<file path="src/hdl/ptc_pkg.sv">
// package for the pressure/temperature compensation block
// holds shared constants and the unit operation codes; no dependencies
package ptc_pkg;

  localparam int unsigned DataW = 32;
  localparam int unsigned NumCfg = 5;
  localparam int unsigned CfgIdxW = 3;

  localparam logic [DataW-1:0] CalAc1Ac2Rst = 32'd26804152;
  localparam logic [DataW-1:0] CalAc3Ac4Rst = 32'd3352395749;
  localparam logic [DataW-1:0] CalAc5Ac6Rst = 32'd2146785905;
  localparam logic [DataW-1:0] CalB1B2Rst   = 32'd405667844;
  localparam logic [DataW-1:0] CalMcMdRst   = 32'd3724086068;

  localparam logic [CfgIdxW-1:0] RegAc1Ac2 = 3'd0;
  localparam logic [CfgIdxW-1:0] RegAc3Ac4 = 3'd1;
  localparam logic [CfgIdxW-1:0] RegAc5Ac6 = 3'd2;
  localparam logic [CfgIdxW-1:0] RegB1B2   = 3'd3;
  localparam logic [CfgIdxW-1:0] RegMcMd   = 3'd4;

  // shared unit operation codes
  localparam logic [1:0] OpMul = 2'd0;
  localparam logic [1:0] OpAdd = 2'd1;
  localparam logic [1:0] OpAsr = 2'd2;
  localparam logic [1:0] OpLsr = 2'd3;

  localparam logic [DataW-1:0] KB6Off  = 32'd4000;
  localparam logic [DataW-1:0] KP1     = 32'd3038;
  localparam logic [DataW-1:0] KP2     = 32'hFFFF_E343; // -7357
  localparam logic [DataW-1:0] KP3     = 32'd3791;
  localparam logic [DataW-1:0] KScale  = 32'd50000;
  localparam logic [DataW-1:0] KSign   = 32'h8000_0000;
  localparam logic [DataW-1:0] KHalf   = 32'd32768;

  // divider request / response bundle
  typedef struct packed {
    logic             start;
    logic             signed_op;
    logic [DataW-1:0] num;
    logic [DataW-1:0] den;
  } div_req_t;

  typedef struct packed {
    logic             done;
    logic [DataW-1:0] quo;
  } div_rsp_t;

endpackage

</file>
<file path="src/hdl/pressure_temperature_compensation_unit.sv">
// Compensation block: one shared multiply/add/shift unit runs a small
// microprogram, each operation issued and then written back, with a serial
// divider for the single division. A zero divisor ends the run early, before
// the division, with divide_error_o set and a zero result word.
// in_ready_o is low from acceptance until the result word is taken.
// depends on ptc_pkg, ptc_alu, ptc_div
module pressure_temperature_compensation_unit (
  input  logic        clk_i,
  input  logic        rst_ni,
  input  logic        in_valid_i,
  output logic        in_ready_o,
  input  logic        req_type_i,
  input  logic [15:0] raw_sample_i,
  output logic        out_valid_o,
  input  logic        out_ready_i,
  output logic        result_kind_o,
  output logic [31:0] compensated_o,
  output logic        divide_error_o,
  input  logic        cfg_valid_i,
  output logic        cfg_ready_o,
  input  logic [2:0]  cfg_index_i,
  input  logic [31:0] cfg_data_i
);
  import ptc_pkg::*;

  localparam logic [1:0] StIdle = 2'd0;
  localparam logic [1:0] StRun  = 2'd1;
  localparam logic [1:0] StDiv  = 2'd2;
  localparam logic [1:0] StOut  = 2'd3;

  logic [DataW-1:0] c0_q, c1_q, c2_q, c3_q, c4_q, b5_q, b5_d;
  logic [1:0]  st_q, st_d;
  logic [5:0]  pc_q, pc_d;
  logic        kind_q, err_q, err_d;
  logic [15:0] raw_q;
  logic [DataW-1:0] r_q [8];
  logic [DataW-1:0] r_d [8];
  logic [DataW-1:0] res_q, res_d;

  logic [1:0]       op;
  logic [DataW-1:0] opa, opb, alu_y;
  logic [4:0]       sh;
  logic [2:0]       dst;
  logic             wr;
  div_req_t         dreq;
  div_rsp_t         drsp;

  function automatic logic [DataW-1:0] sx(input logic [15:0] v);
    sx = {{16{v[15]}}, v};
  endfunction

  // coefficient views
  logic [DataW-1:0] ac1, ac2, ac3, ac4, ac5, ac6, b1, b2, mc, md, ut;
  assign ac1 = sx(c0_q[31:16]); assign ac2 = sx(c0_q[15:0]);
  assign ac3 = sx(c1_q[31:16]); assign ac4 = {16'd0, c1_q[15:0]};
  assign ac5 = {16'd0, c2_q[31:16]}; assign ac6 = {16'd0, c2_q[15:0]};
  assign b1 = sx(c3_q[31:16]); assign b2 = sx(c3_q[15:0]);
  assign mc = sx(c4_q[31:16]); assign md = sx(c4_q[15:0]);
  assign ut = {16'd0, raw_q};

  ptc_alu u_alu (.clk_i, .op_i(op), .a_i(opa), .b_i(opb), .sh_i(sh), .y_o(alu_y));
  ptc_div u_div (.clk_i, .rst_ni, .req_i(dreq), .rsp_o(drsp));

  // microprogram: each step issues one op; the ALU registers the result, which is then written into r[dst]
  always_comb begin
    op = OpAdd; opa = '0; opb = '0; sh = '0; dst = 3'd0; wr = 1'b0;
    if (!kind_q) begin
      unique case (pc_q)
        6'd0: begin op = OpAdd; opa = ut; opb = ~ac6 + 1'b1; dst = 3'd0; wr = 1'b1; end
        6'd1: begin op = OpMul; opa = r_q[0]; opb = ac5; dst = 3'd0; wr = 1'b1; end
        6'd2: begin op = OpAsr; opa = r_q[0]; sh = 5'd15; dst = 3'd0; wr = 1'b1; end // x1
        6'd3: begin op = OpAdd; opa = r_q[0]; opb = md; dst = 3'd1; wr = 1'b1; end  // den
        6'd5: begin op = OpAdd; opa = r_q[0]; opb = r_q[2]; dst = 3'd3; wr = 1'b1; end // b5
        6'd6: begin op = OpAdd; opa = r_q[3]; opb = 32'd8; dst = 3'd4; wr = 1'b1; end
        6'd7: begin op = OpAsr; opa = r_q[4]; sh = 5'd4; dst = 3'd4; wr = 1'b1; end
        default: ;
      endcase
    end else begin
      unique case (pc_q)
        6'd0:  begin op = OpAdd; opa = b5_q; opb = ~KB6Off + 1'b1; dst = 3'd0; wr = 1'b1; end
        6'd1:  begin op = OpMul; opa = r_q[0]; opb = r_q[0]; dst = 3'd1; wr = 1'b1; end
        6'd2:  begin op = OpAsr; opa = r_q[1]; sh = 5'd12; dst = 3'd1; wr = 1'b1; end // sq
        6'd3:  begin op = OpMul; opa = b2; opb = r_q[1]; dst = 3'd2; wr = 1'b1; end
        6'd4:  begin op = OpAsr; opa = r_q[2]; sh = 5'd11; dst = 3'd2; wr = 1'b1; end
        6'd5:  begin op = OpMul; opa = ac2; opb = r_q[0]; dst = 3'd3; wr = 1'b1; end
        6'd6:  begin op = OpAsr; opa = r_q[3]; sh = 5'd11; dst = 3'd3; wr = 1'b1; end
        6'd7:  begin op = OpAdd; opa = r_q[2]; opb = r_q[3]; dst = 3'd2; wr = 1'b1; end
        6'd8:  begin op = OpAdd; opa = ac1 << 2; opb = r_q[2]; dst = 3'd2; wr = 1'b1; end
        6'd9:  begin op = OpAdd; opa = r_q[2]; opb = 32'd2; dst = 3'd2; wr = 1'b1; end
        6'd10: begin op = OpAsr; opa = r_q[2]; sh = 5'd2; dst = 3'd2; wr = 1'b1; end // b3
        6'd11: begin op = OpMul; opa = ac3; opb = r_q[0]; dst = 3'd3; wr = 1'b1; end
        6'd12: begin op = OpAsr; opa = r_q[3]; sh = 5'd13; dst = 3'd3; wr = 1'b1; end
        6'd13: begin op = OpMul; opa = b1; opb = r_q[1]; dst = 3'd4; wr = 1'b1; end
        6'd14: begin op = OpAsr; opa = r_q[4]; sh = 5'd16; dst = 3'd4; wr = 1'b1; end
        6'd15: begin op = OpAdd; opa = r_q[3]; opb = r_q[4]; dst = 3'd3; wr = 1'b1; end
        6'd16: begin op = OpAdd; opa = r_q[3]; opb = 32'd2; dst = 3'd3; wr = 1'b1; end
        6'd17: begin op = OpAsr; opa = r_q[3]; sh = 5'd2; dst = 3'd3; wr = 1'b1; end
        6'd18: begin op = OpAdd; opa = r_q[3]; opb = KHalf; dst = 3'd3; wr = 1'b1; end
        6'd19: begin op = OpMul; opa = ac4; opb = r_q[3]; dst = 3'd3; wr = 1'b1; end
        6'd20: begin op = OpLsr; opa = r_q[3]; sh = 5'd15; dst = 3'd3; wr = 1'b1; end // b4
        6'd21: begin op = OpAdd; opa = ut; opb = ~r_q[2] + 1'b1; dst = 3'd4; wr = 1'b1; end
        6'd22: begin op = OpMul; opa = r_q[4]; opb = KScale; dst = 3'd4; wr = 1'b1; end // b7
        6'd23: begin op = OpAdd; opa = r_q[4]; opb = r_q[4]; dst = 3'd5; wr = 1'b1; end
        // step 24 starts the divider, step 25 doubles the quotient if needed
        6'd25: begin op = OpAdd; opa = r_q[6]; opb = r_q[4] < KSign ? '0 : r_q[6];
                 dst = 3'd6; wr = 1'b1; end // p
        6'd26: begin op = OpAsr; opa = r_q[6]; sh = 5'd8; dst = 3'd0; wr = 1'b1; end
        6'd27: begin op = OpMul; opa = r_q[0]; opb = r_q[0]; dst = 3'd0; wr = 1'b1; end
        6'd28: begin op = OpMul; opa = r_q[0]; opb = KP1; dst = 3'd0; wr = 1'b1; end
        6'd29: begin op = OpAsr; opa = r_q[0]; sh = 5'd16; dst = 3'd0; wr = 1'b1; end
        6'd30: begin op = OpMul; opa = KP2; opb = r_q[6]; dst = 3'd1; wr = 1'b1; end
        6'd31: begin op = OpAsr; opa = r_q[1]; sh = 5'd16; dst = 3'd1; wr = 1'b1; end
        6'd32: begin op = OpAdd; opa = r_q[0]; opb = r_q[1]; dst = 3'd0; wr = 1'b1; end
        6'd33: begin op = OpAdd; opa = r_q[0]; opb = KP3; dst = 3'd0; wr = 1'b1; end
        6'd34: begin op = OpAsr; opa = r_q[0]; sh = 5'd4; dst = 3'd0; wr = 1'b1; end
        6'd35: begin op = OpAdd; opa = r_q[6]; opb = r_q[0]; dst = 3'd4; wr = 1'b1; end
        default: ;
      endcase
    end
  end

  // sequencing: every step runs as an issue phase and then a write-back phase
  logic phase_q;
  logic [5:0] last_pc;
  assign last_pc = kind_q ? 6'd36 : 6'd8;

  always_comb begin
    st_d = st_q; pc_d = pc_q; err_d = err_q; b5_d = b5_q; res_d = res_q;
    dreq = '0;
    r_d = r_q;
    if (phase_q && wr && (st_q == StRun)) r_d[dst] = alu_y;
    if (drsp.done) r_d[6] = drsp.quo;
    unique case (st_q)
      StIdle: if (in_valid_i) begin
        st_d = StRun; pc_d = '0; err_d = 1'b0;
      end
      StRun: if (phase_q) begin
        pc_d = pc_q + 6'd1;
        if (!kind_q && pc_q == 6'd4) begin
          if (r_q[1] == '0) begin
            err_d = 1'b1; st_d = StOut; res_d = '0;
          end else begin
            dreq.start = 1'b1; dreq.signed_op = 1'b1; dreq.num = mc << 11;
            dreq.den = r_q[1]; st_d = StDiv;
          end
        end else if (kind_q && pc_q == 6'd24) begin
          if (r_q[3] == '0) begin
            err_d = 1'b1; st_d = StOut; res_d = '0;
          end else begin
            dreq.start = 1'b1; dreq.signed_op = 1'b0;
            dreq.num = (r_q[4] < KSign) ? r_q[5] : r_q[4];
            dreq.den = r_q[3]; st_d = StDiv;
          end
        end else if (pc_q == last_pc) begin
          st_d = StOut; res_d = r_q[4];
          if (!kind_q) b5_d = r_q[3];
        end
      end
      StDiv: if (drsp.done) begin
        st_d = StRun; r_d[2] = drsp.quo;
      end
      StOut: if (out_ready_i) st_d = StIdle;
      default: st_d = StIdle;
    endcase
  end

  always_ff @(posedge clk_i or negedge rst_ni) begin
    if (!rst_ni) begin
      st_q <= StIdle; pc_q <= '0; phase_q <= 1'b0; b5_q <= '0; err_q <= 1'b0;
      c0_q <= CalAc1Ac2Rst; c1_q <= CalAc3Ac4Rst; c2_q <= CalAc5Ac6Rst;
      c3_q <= CalB1B2Rst; c4_q <= CalMcMdRst;
    end else begin
      st_q <= st_d; pc_q <= pc_d; b5_q <= b5_d; err_q <= err_d;
      phase_q <= (st_q == StRun) ? ~phase_q : 1'b0;
      if (cfg_valid_i) begin
        unique case (cfg_index_i)
          RegAc1Ac2: c0_q <= cfg_data_i;
          RegAc3Ac4: c1_q <= cfg_data_i;
          RegAc5Ac6: c2_q <= cfg_data_i;
          RegB1B2:   c3_q <= cfg_data_i;
          RegMcMd:   c4_q <= cfg_data_i;
          default: ;
        endcase
      end
    end
  end

  always_ff @(posedge clk_i) begin
    r_q <= r_d; res_q <= res_d;
    if (st_q == StIdle && in_valid_i) begin
      kind_q <= req_type_i; raw_q <= raw_sample_i;
    end
  end

  assign in_ready_o     = (st_q == StIdle);
  assign out_valid_o    = (st_q == StOut);
  assign result_kind_o  = kind_q;
  assign compensated_o  = res_q;
  assign divide_error_o = err_q;
  assign cfg_ready_o    = 1'b1;
endmodule

</file>
<file path="src/hdl/ptc_div.sv">
// serial restoring divider, one quotient bit per cycle
// depends on ptc_pkg
module ptc_div (
  input  logic              clk_i,
  input  logic              rst_ni,
  input  ptc_pkg::div_req_t req_i,
  output ptc_pkg::div_rsp_t rsp_o
);
  import ptc_pkg::*;

  logic [DataW-1:0] rem_q, rem_d, quo_q, quo_d, den_q, den_d;
  logic [5:0]       cnt_q, cnt_d;
  logic             busy_q, busy_d, neg_q, neg_d, done_q, done_d;
  logic [DataW:0]   trial;
  logic [DataW-1:0] mn, md;

  always_comb begin
    mn = (req_i.signed_op && req_i.num[DataW-1]) ? (~req_i.num + 1'b1) : req_i.num;
    md = (req_i.signed_op && req_i.den[DataW-1]) ? (~req_i.den + 1'b1) : req_i.den;
    trial = {rem_q, quo_q[DataW-1]} - {1'b0, den_q};
    rem_d = rem_q; quo_d = quo_q; den_d = den_q; cnt_d = cnt_q;
    busy_d = busy_q; neg_d = neg_q; done_d = 1'b0;
    if (req_i.start) begin
      rem_d = '0; quo_d = mn; den_d = md; cnt_d = 6'(DataW); busy_d = 1'b1;
      neg_d = req_i.signed_op && (req_i.num[DataW-1] ^ req_i.den[DataW-1]);
    end else if (busy_q) begin
      if (!trial[DataW]) begin
        rem_d = trial[DataW-1:0];
        quo_d = {quo_q[DataW-2:0], 1'b1};
      end else begin
        rem_d = {rem_q[DataW-2:0], quo_q[DataW-1]};
        quo_d = {quo_q[DataW-2:0], 1'b0};
      end
      cnt_d = cnt_q - 6'd1;
      if (cnt_q == 6'd1) begin
        busy_d = 1'b0; done_d = 1'b1;
      end
    end
  end

  always_ff @(posedge clk_i or negedge rst_ni) begin
    if (!rst_ni) begin
      busy_q <= 1'b0; done_q <= 1'b0; cnt_q <= '0;
    end else begin
      busy_q <= busy_d; done_q <= done_d; cnt_q <= cnt_d;
    end
  end

  always_ff @(posedge clk_i) begin
    rem_q <= rem_d; quo_q <= quo_d; den_q <= den_d; neg_q <= neg_d;
  end

  assign rsp_o.done = done_q;
  assign rsp_o.quo  = neg_q ? (~quo_q + 1'b1) : quo_q;
endmodule

</file>
<file path="src/hdl/ptc_alu.sv">
// shared arithmetic unit: registered 32x32 wrap multiply, add, arithmetic and logical shift
// depends on ptc_pkg
module ptc_alu (
  input  logic                    clk_i,
  input  logic [1:0]              op_i,
  input  logic [ptc_pkg::DataW-1:0] a_i,
  input  logic [ptc_pkg::DataW-1:0] b_i,
  input  logic [4:0]              sh_i,
  output logic [ptc_pkg::DataW-1:0] y_o
);
  import ptc_pkg::*;

  logic [DataW-1:0] y_d;

  always_comb begin
    unique case (op_i)
      OpMul:   y_d = a_i * b_i;
      OpAdd:   y_d = a_i + b_i;
      OpAsr:   y_d = DataW'($signed(a_i) >>> sh_i);
      OpLsr:   y_d = a_i >> sh_i;
      default: y_d = '0;
    endcase
  end

  always_ff @(posedge clk_i) y_o <= y_d;
endmodule
</file>
<file path="config.mk">
export PLATFORM = sky130hd
export DESIGN_NAME = pressure_temperature_compensation_unit
export DESIGN_NICKNAME = d
export VERILOG_FILES = /design/src/hdl/ptc_pkg.sv /design/src/hdl/pressure_temperature_compensation_unit.sv /design/src/hdl/ptc_div.sv /design/src/hdl/ptc_alu.sv
export SDC_FILE = /design/constraint.sdc
export NUM_CORES = 2
export LEC_CHECK = 0
export BUFFER_PORTS_ARGS = -buffer_cell sky130_fd_sc_hd__buf_2
export CAP_MARGIN = 10
export CORE_ASPECT_RATIO = 1.75
export CORE_MARGIN = 2
export CORE_UTILIZATION = 44
export CTS_BUF_LIST = sky130_fd_sc_hd__clkbuf_4 sky130_fd_sc_hd__clkbuf_8
export DETAILED_ROUTE_END_ITERATION = 12
export PLACE_DENSITY = 0.57
export SLEW_MARGIN = 40
export SYNTH_ARGS = -nofsm -noshare
export SYNTH_HDL_FRONTEND = slang
export SYNTH_SLANG_ARGS = --single-unit
</file>
<file path="constraint.sdc">
create_clock -name clk_i -period 25.1 [get_ports clk_i]
set_clock_uncertainty 0.1 [all_clocks]
set_input_delay 3.765 -clock clk_i [delete_from_list [all_inputs] [get_ports clk_i]]
set_output_delay 3.765 -clock clk_i [all_outputs]
set_load 0.005 [all_outputs]
</file>
* Yosys cells after proc, flatten, opt, wreduce, memory -nomap -nowiden *
Cells that the tools add are included.

cells by class
  add/subtract/negate cells = 9
  multiply operators = 1
  $lt $le $gt $ge = 3
  equality and inequality tests = 57
  shift operators = 2
  mux-type cells = 76
  bitwise logic cells = 11
  reductions and logical operators = 55

operators with widths
  operator                                                               count
  32-bit two-way mux                                                     19
  32-bit case mux with 15 select lines                                   1
  32-bit case mux with 14 select lines                                   1
  66-bit two-way mux                                                     6
  256-bit bitwise mux                                                    1
  32-bit case mux with 4 select lines                                    2
  192-bit two-way mux                                                    1
  32-bit by 1-bit adder with 32-bit output, second input constant        5
  32-bit case mux with 5 select lines                                    1
  32-bit inverter                                                        4
  32-bit demux with 3-bit select                                         1
  6-bit by 5-bit equality test with 1-bit output, second input constant  16
  32-bit logical NOT                                                     2
  6-bit by 4-bit equality test with 1-bit output, second input constant  8
  5-bit case mux with 8 select lines                                     1
  35-bit OR reduction                                                    1
  33-bit by 32-bit subtractor with 33-bit output                         1
  32-bit adder                                                           1
  32-bit < comparator, second input constant                             1
  32-bit by 32-bit multiplier with 32-bit output                         1
  16-bit inverter with 32-bit output                                     1
  32-bit by 5-bit right shift with 32-bit output                         1
  32-bit by 5-bit >>> shifter with 32-bit output                         1
  6-bit two-way mux                                                      5
  other kinds (53)                                                       132

storage, ports and cells
  register bits after elaboration = 644
  input bits = 57
  output and inout port bits = 37
  logic and storage cells = 243

* Logic depth before layout (Yosys ltp) *
  word-level depth = 13
  mapped depth = 43
  depth with buffers taken out = 37

* By module *
Synthesis repeated with hierarchy kept, for this count alone.

second synthesis, totals
  cells, all modules = 5506
  area, all modules = 53420.0 sq um

modules (own cells, without submodules)
  module                                  times used  cells each  area an instance (sq um)  seq. area each (sq um)
  pressure_temperature_compensation_unit  1           2258        25335.5                   13036.3
  ptc_alu                                 1           2321        20044.2                   640.6
  ptc_div                                 1           927         8040.2                    2792.7

* Worst setup path before layout *
No wires, ideal clock.

  kind = register to register
  start = register pc_q[0]
  end = register u_alu.y_o[31] (netlist bit)
  setup time = 0.133 ns
  arrival = 9.786 ns
  data required time = 24.867 ns
  setup slack = 15.081 ns
  cell stages (with the launch flop) = 40
  path buffers = 3
  clock period less this slack = 10.019 ns
  cells stage by stage = dfrtp_1 -> inv_1 -> ha_1 -> or3_1 -> a32oi_2 -> nand2_2 -> or4_4 -> o31a_1 -> buf_4 -> buf_4 -> a22oi_1 -> clkbuf_1 -> nor2_1 -> fa_1 -> inv_1 -> fa_1 -> inv_1 -> fa_1 -> [4 not listed] -> ha_1 -> fa_1 -> inv_1 -> fa_1 -> inv_1 -> ha_1 -> a21o_1 -> a21oi_1 -> o21ai_0 -> a41o_1 -> a21o_1 -> o31a_1 -> or4_1 -> o311ai_0 -> o21ai_0 -> a31oi_1 -> xor2_1 -> a21oi_1

on the way
  longest elaborated chain between the ends = 6
  elaborated cells on any way between the ends = 74
  those cells by class = add/sub: 1; mul: 1; eq/ne: 37; shift: 2; mux: 13; reduce/logical: 20

ends and longest elaborated chain
  item                                                                          line                                           RTL
  from (decl)                                                                   pressure_temperature_compensation_unit.sv:33   logic [5:0] pc_q, pc_d;
  from (signal assigned)                                                        pressure_temperature_compensation_unit.sv:169  st_q <= StIdle; pc_q <= '0; phase_q <= 1'b0; b5_q <= '0; err_q <= 1'b0;
  from (signal assigned)                                                        pressure_temperature_compensation_unit.sv:173  st_q <= st_d; pc_q <= pc_d; b5_q <= b5_d; err_q <= err_d;
  6-bit equality test, or another cell as far along                             pressure_temperature_compensation_unit.sv:79   unique case (pc_q)
  7-bit OR reduction (no line), or another cell as far along                    --
  32-bit case mux with 15 select lines, or another cell as far along            pressure_temperature_compensation_unit.sv:79
  32-bit two-way mux, or another cell as far along                              pressure_temperature_compensation_unit.sv:67   if (!kind_q) begin
  32-bit by 32-bit multiplier with 32-bit output, or another cell as far along  ptc_alu.sv:17                                  OpMul: y_d = a_i * b_i;
  32-bit case mux with 4 select lines (*)                                       ptc_alu.sv:16                                  unique case (op_i)
  named net u_alu.y_d[31]                                                       ptc_alu.sv:13                                  logic [DataW-1:0] y_d;
  to (signal assigned)                                                          ptc_alu.sv:25                                  always_ff @(posedge clk_i) y_o <= y_d;
  to (decl)                                                                     ptc_alu.sv:9                                   output logic [ptc_pkg::DataW-1:0] y_o

The timed path passes the listed nets; every way through them passes the cells marked *.
A chain may end at the register's enable or synchronous reset.

* Worst setup path in the final report *
  start = register pc_q[1]
  end = register u_alu.y_o[30] (netlist bit)

Same word-level chain as after synthesis.

==> results by group <==
Global routing
  – Total gr overflow: 0
  – Largest net degree at the start of global routing: 98
  – Vias in the first global route: 47261
  – Initial antenna violation count: 11
  – First-pass GRT wire length: 339100 um
  – Total GRT Usage: 39.17%

Detailed routing
  – Post-Route WL: 239100 um
  – WL/cell: 33.76 um
  – Detail Route Antenna Nets: 0
  – DRC violations left: 0
  – Max layer used: met5
  – 1st-iter DRT viols: 4722
  – Routed length on met2: 116200 um
  – Met1 WL: 76560 um
  – Router iterations before antenna repair: 11
  – Drt via density: 6.402
  – Met3 wire len: 17290 um
  – Vias: 45338

Setup path
  – CP Launch Type: register
  – Critical setup path kind: register to register
  – Worst setup EP type: register
  – CP most frequent cell: fa_1
  – R2R depth: 40
  – Crit Path Max Fanout: 35
  – CP arrival: 13.09 ns
  – Required @ worst endpoint: 25.67 ns
  – Slowest Stage Delay on Critical Path: 0.61 ns
  – Slowest stage cell, crit path: o41ai_1

Synth
  – Yosys warnings: 0
  – Mean Syn Cell Area: 9.594 um2
  – Multiplexer area fraction after synthesis: 7.634%
  – Adder-cell share of the synthesized area: 20.38%
  – Post-synthesis async set-or-reset flop share: 34.31%
  – Cells after synthesis: 5472
  – Fraction of the yosys area taken by sequential cells: 31.37%
  – Synth unique cells: 120
  – Simple logic cell fraction of the synthesized area: 14.45%
  – Synthesized net count: 6138
  – XOR/XNOR share of the synthesized area: 4.252%
  – Count of state elements after synthesis: 612
  – Syn Std Cell Area: 0.05250 mm2
  – Main combinational cell family by area after synthesis: adder cells
  – Compound-Gate Fraction of Synth Area: 15.01%
  – Ys flop type: edfxtp_1
  – EDFF count, synth: 306

Run
  – Max-capacitance violation count: 0

Clock tree
  – Clock transition at path regs: 0.08 ns
  – Post-cts sizing count: 0
  – Number of CTS-inserted buffers: 91
  – CTS tree: built
  – Clk_lat worst skew: 0.81 ns
  – CTS H-tree depth: 3
  – Postcts setup bufs: 0
  – Root Buffer: clkbuf_8
  – CTS Buffer Depth: 3
  – CTS Sinks: 612
  – CTS Hold Bufs: 0

STA
  – Slew Limit Fails: 0
  – Final Hold Vio Count: 0
  – Period utilization: 49.89%
  – Final setup violating endpoints: 0
  – Worst-Margin Slew: 0.9634 ns
  – Fin crit period: 12.52 ns
  – Max-slew headroom: 34.11%
  – Unrepaired setup endpoints after global routing: false
  – Final setup TNS: 0 ns
  – Max Fclk: 79.85 MHz

Final layout
  – Filler cells: 11354
  – Layout area overhead: 8.949%
  – Share of cells above drive strength 1: 15.35%
  – Nets: 6144
  – Seq. cell area: 0.01647 mm2
  – Multi-input gate area: 0.03277 mm2

Floorplan
  – Initial Util: 44.39%
  – Total die area: 0.1222 mm2
  – I/O pin cnt: 94
  – Width of the die: 265.1 um
  – Core area: 0.1183 mm2
  – Die span in y: 460.9 um
  – Num rows: 167

Placement
  – Detailed Place HPWL: 183200 um
  – Gpl congestion: 1.045
  – Port Buffers: 92

Min path
  – Hold Crit Class: register to register
  – Min-Delay Path Depth: 2

Status
  – Status: completed
[stage by stage]
step | util (%) | hold WS (ns) | cells | worst slack (ns) | cell area (um2)
floorplan | - | 0.3434 | 5472 | 15.08 | 52500
CTS | 48.29 | 0.3991 | 7075 | 12.72 | 57110
global placement | 46.39 | 0.3812 | 6896 | 12.87 | 54860
global route | 48.35 | 0.4175 | 7078 | 12.20 | 57190
finish | 48.36 | 0.4007 | 7082 | 12.58 | 57200
detailed placement | 46.53 | 0.3863 | 6904 | 12.73 | 55030
[cell usage after synthesis, drive strengths merged (67+ instances only)]
| cell type | number | area, um2 |
|---|---|---|
| nand2 | 599 | 2258 |
| and2 | 84 | 525.5 |
| clkbuf | 236 | 885.9 |
| ha | 199 | 2490 |
| edfxtp | 306 | 9189 |
| mux2i | 163 | 1632 |
| inv | 573 | 2151 |
| xnor2 | 169 | 1488 |
| a22oi | 75 | 621.9 |
| nor2 | 459 | 1725 |
| nand3 | 100 | 505.5 |
| xor2 | 72 | 630.6 |
| a222oi | 97 | 970.9 |
| buf | 105 | 550.5 |
| mux2 | 209 | 2354 |
| dfxtp | 96 | 1922 |
| o21ai | 184 | 920.9 |
| fa | 410 | 8208 |
| dfrtp | 127 | 3178 |
| a21oi | 216 | 1085 |
| dfstp | 83 | 2181 |
| a21o | 67 | 503.0 |
[cells in the final DEF, fill, tap and decap left out, types with 54 or more instances in the layout]
cell type	instances
nand2_1	594
dfstp_2	83
a22oi_1	62
a21o_1	66
xor2_1	72
and3_1	55
a21oi_1	213
buf_4	150
xnor2_1	168
dfrtp_1	125
nor2_1	449
and2_1	82
fa_1	410
clkbuf_8	98
dfxtp_1	96
edfxtp_1	306
inv_1	559
buf_2	93
nand3_1	97
ha_1	199
o21ai_0	179
a211oi_1	54
mux2i_1	163
a222oi_1	97
mux2_2	208
[worst max-delay path: cells and delay by family (launching register included)]
kind            cells  cell delay [ns]
compound gates     14             4.01
xor+xnor            1             0.17
buf+inv            11             2.23
flops               1             0.49
simple gates        3             0.89
fa+ha+maj          11             4.35
[final timing paths]
check	start	slack [ns]	endpoint
max	pc_q[1]$_DFFE_PN0P_	12.58	u_alu.y_o[30]$_DFF_P_
min	u_div.rem_q[1]$_SDFFE_PP0P_	0.40	u_div.rem_q[1]$_SDFFE_PP0P_
min reg2reg	u_div.rem_q[1]$_SDFFE_PP0P_	0.40	u_div.rem_q[1]$_SDFFE_PP0P_
max in group asynchronous	rst_ni	20.26	b5_q[25]$_DFFE_PN0P_
min in group asynchronous	rst_ni	2.86	c3_q[5]$_DFFE_PN0P_
max reg2reg	pc_q[1]$_DFFE_PN0P_	12.58	u_alu.y_o[30]$_DFF_P_
[logic make-up (layout without fill, tap and decap cells)]
kind of cell | count (synthesis) | in the layout
simple gates | 1614 | 1614
compound gates | 1093 | 1093
buf+inv | 924 | 1008
flops | 612 | 612
fa+ha+maj | 609 | 609
mux | 373 | 373
xor+xnor | 246 | 246
other cells | 1 | 6
[sequential cells by signal, indices dropped and copies added (netlist names), 2 cells and up]
register,count
c4_q,32
r_q,224
u_div.quo_q,32
u_div.cnt_q,6
c3_q,32
u_div.rem_q,32
c0_q,32
pc_q,6
c2_q,32
compensated_o,32
b5_q,32
u_alu.y_o,32
st_q,2
c1_q,32
raw_q,16
u_div.den_q,32
[cell type report]
cell class                      instances  area share (%)
Multi-Input combinational cell       3936           57.29
Sequential cell                       612           28.80
Tap cell                             1521           3.327
Timing Repair Buffer                  254           3.084
Clock buffer                          121           2.660
Inverter                              583           3.826
Clock inverter                         50          0.9910
Antenna cell                            5         0.02188
[per-layer routing]
| metal | global-route usage (%) | vias to the layer above |
|---|---|---|
| li1 | - | 19126 |
| met5 | 0 | - |
| met1 | 39.22 | 22805 |
| met2 | 67.12 | 2439 |
| met3 | 7.557 | 960 |
| met4 | 38.85 | 8 |
Power is left out: the tool's default activity adds up to more than one toggle a clock period on the data nets, which glitch-free logic cannot reach.
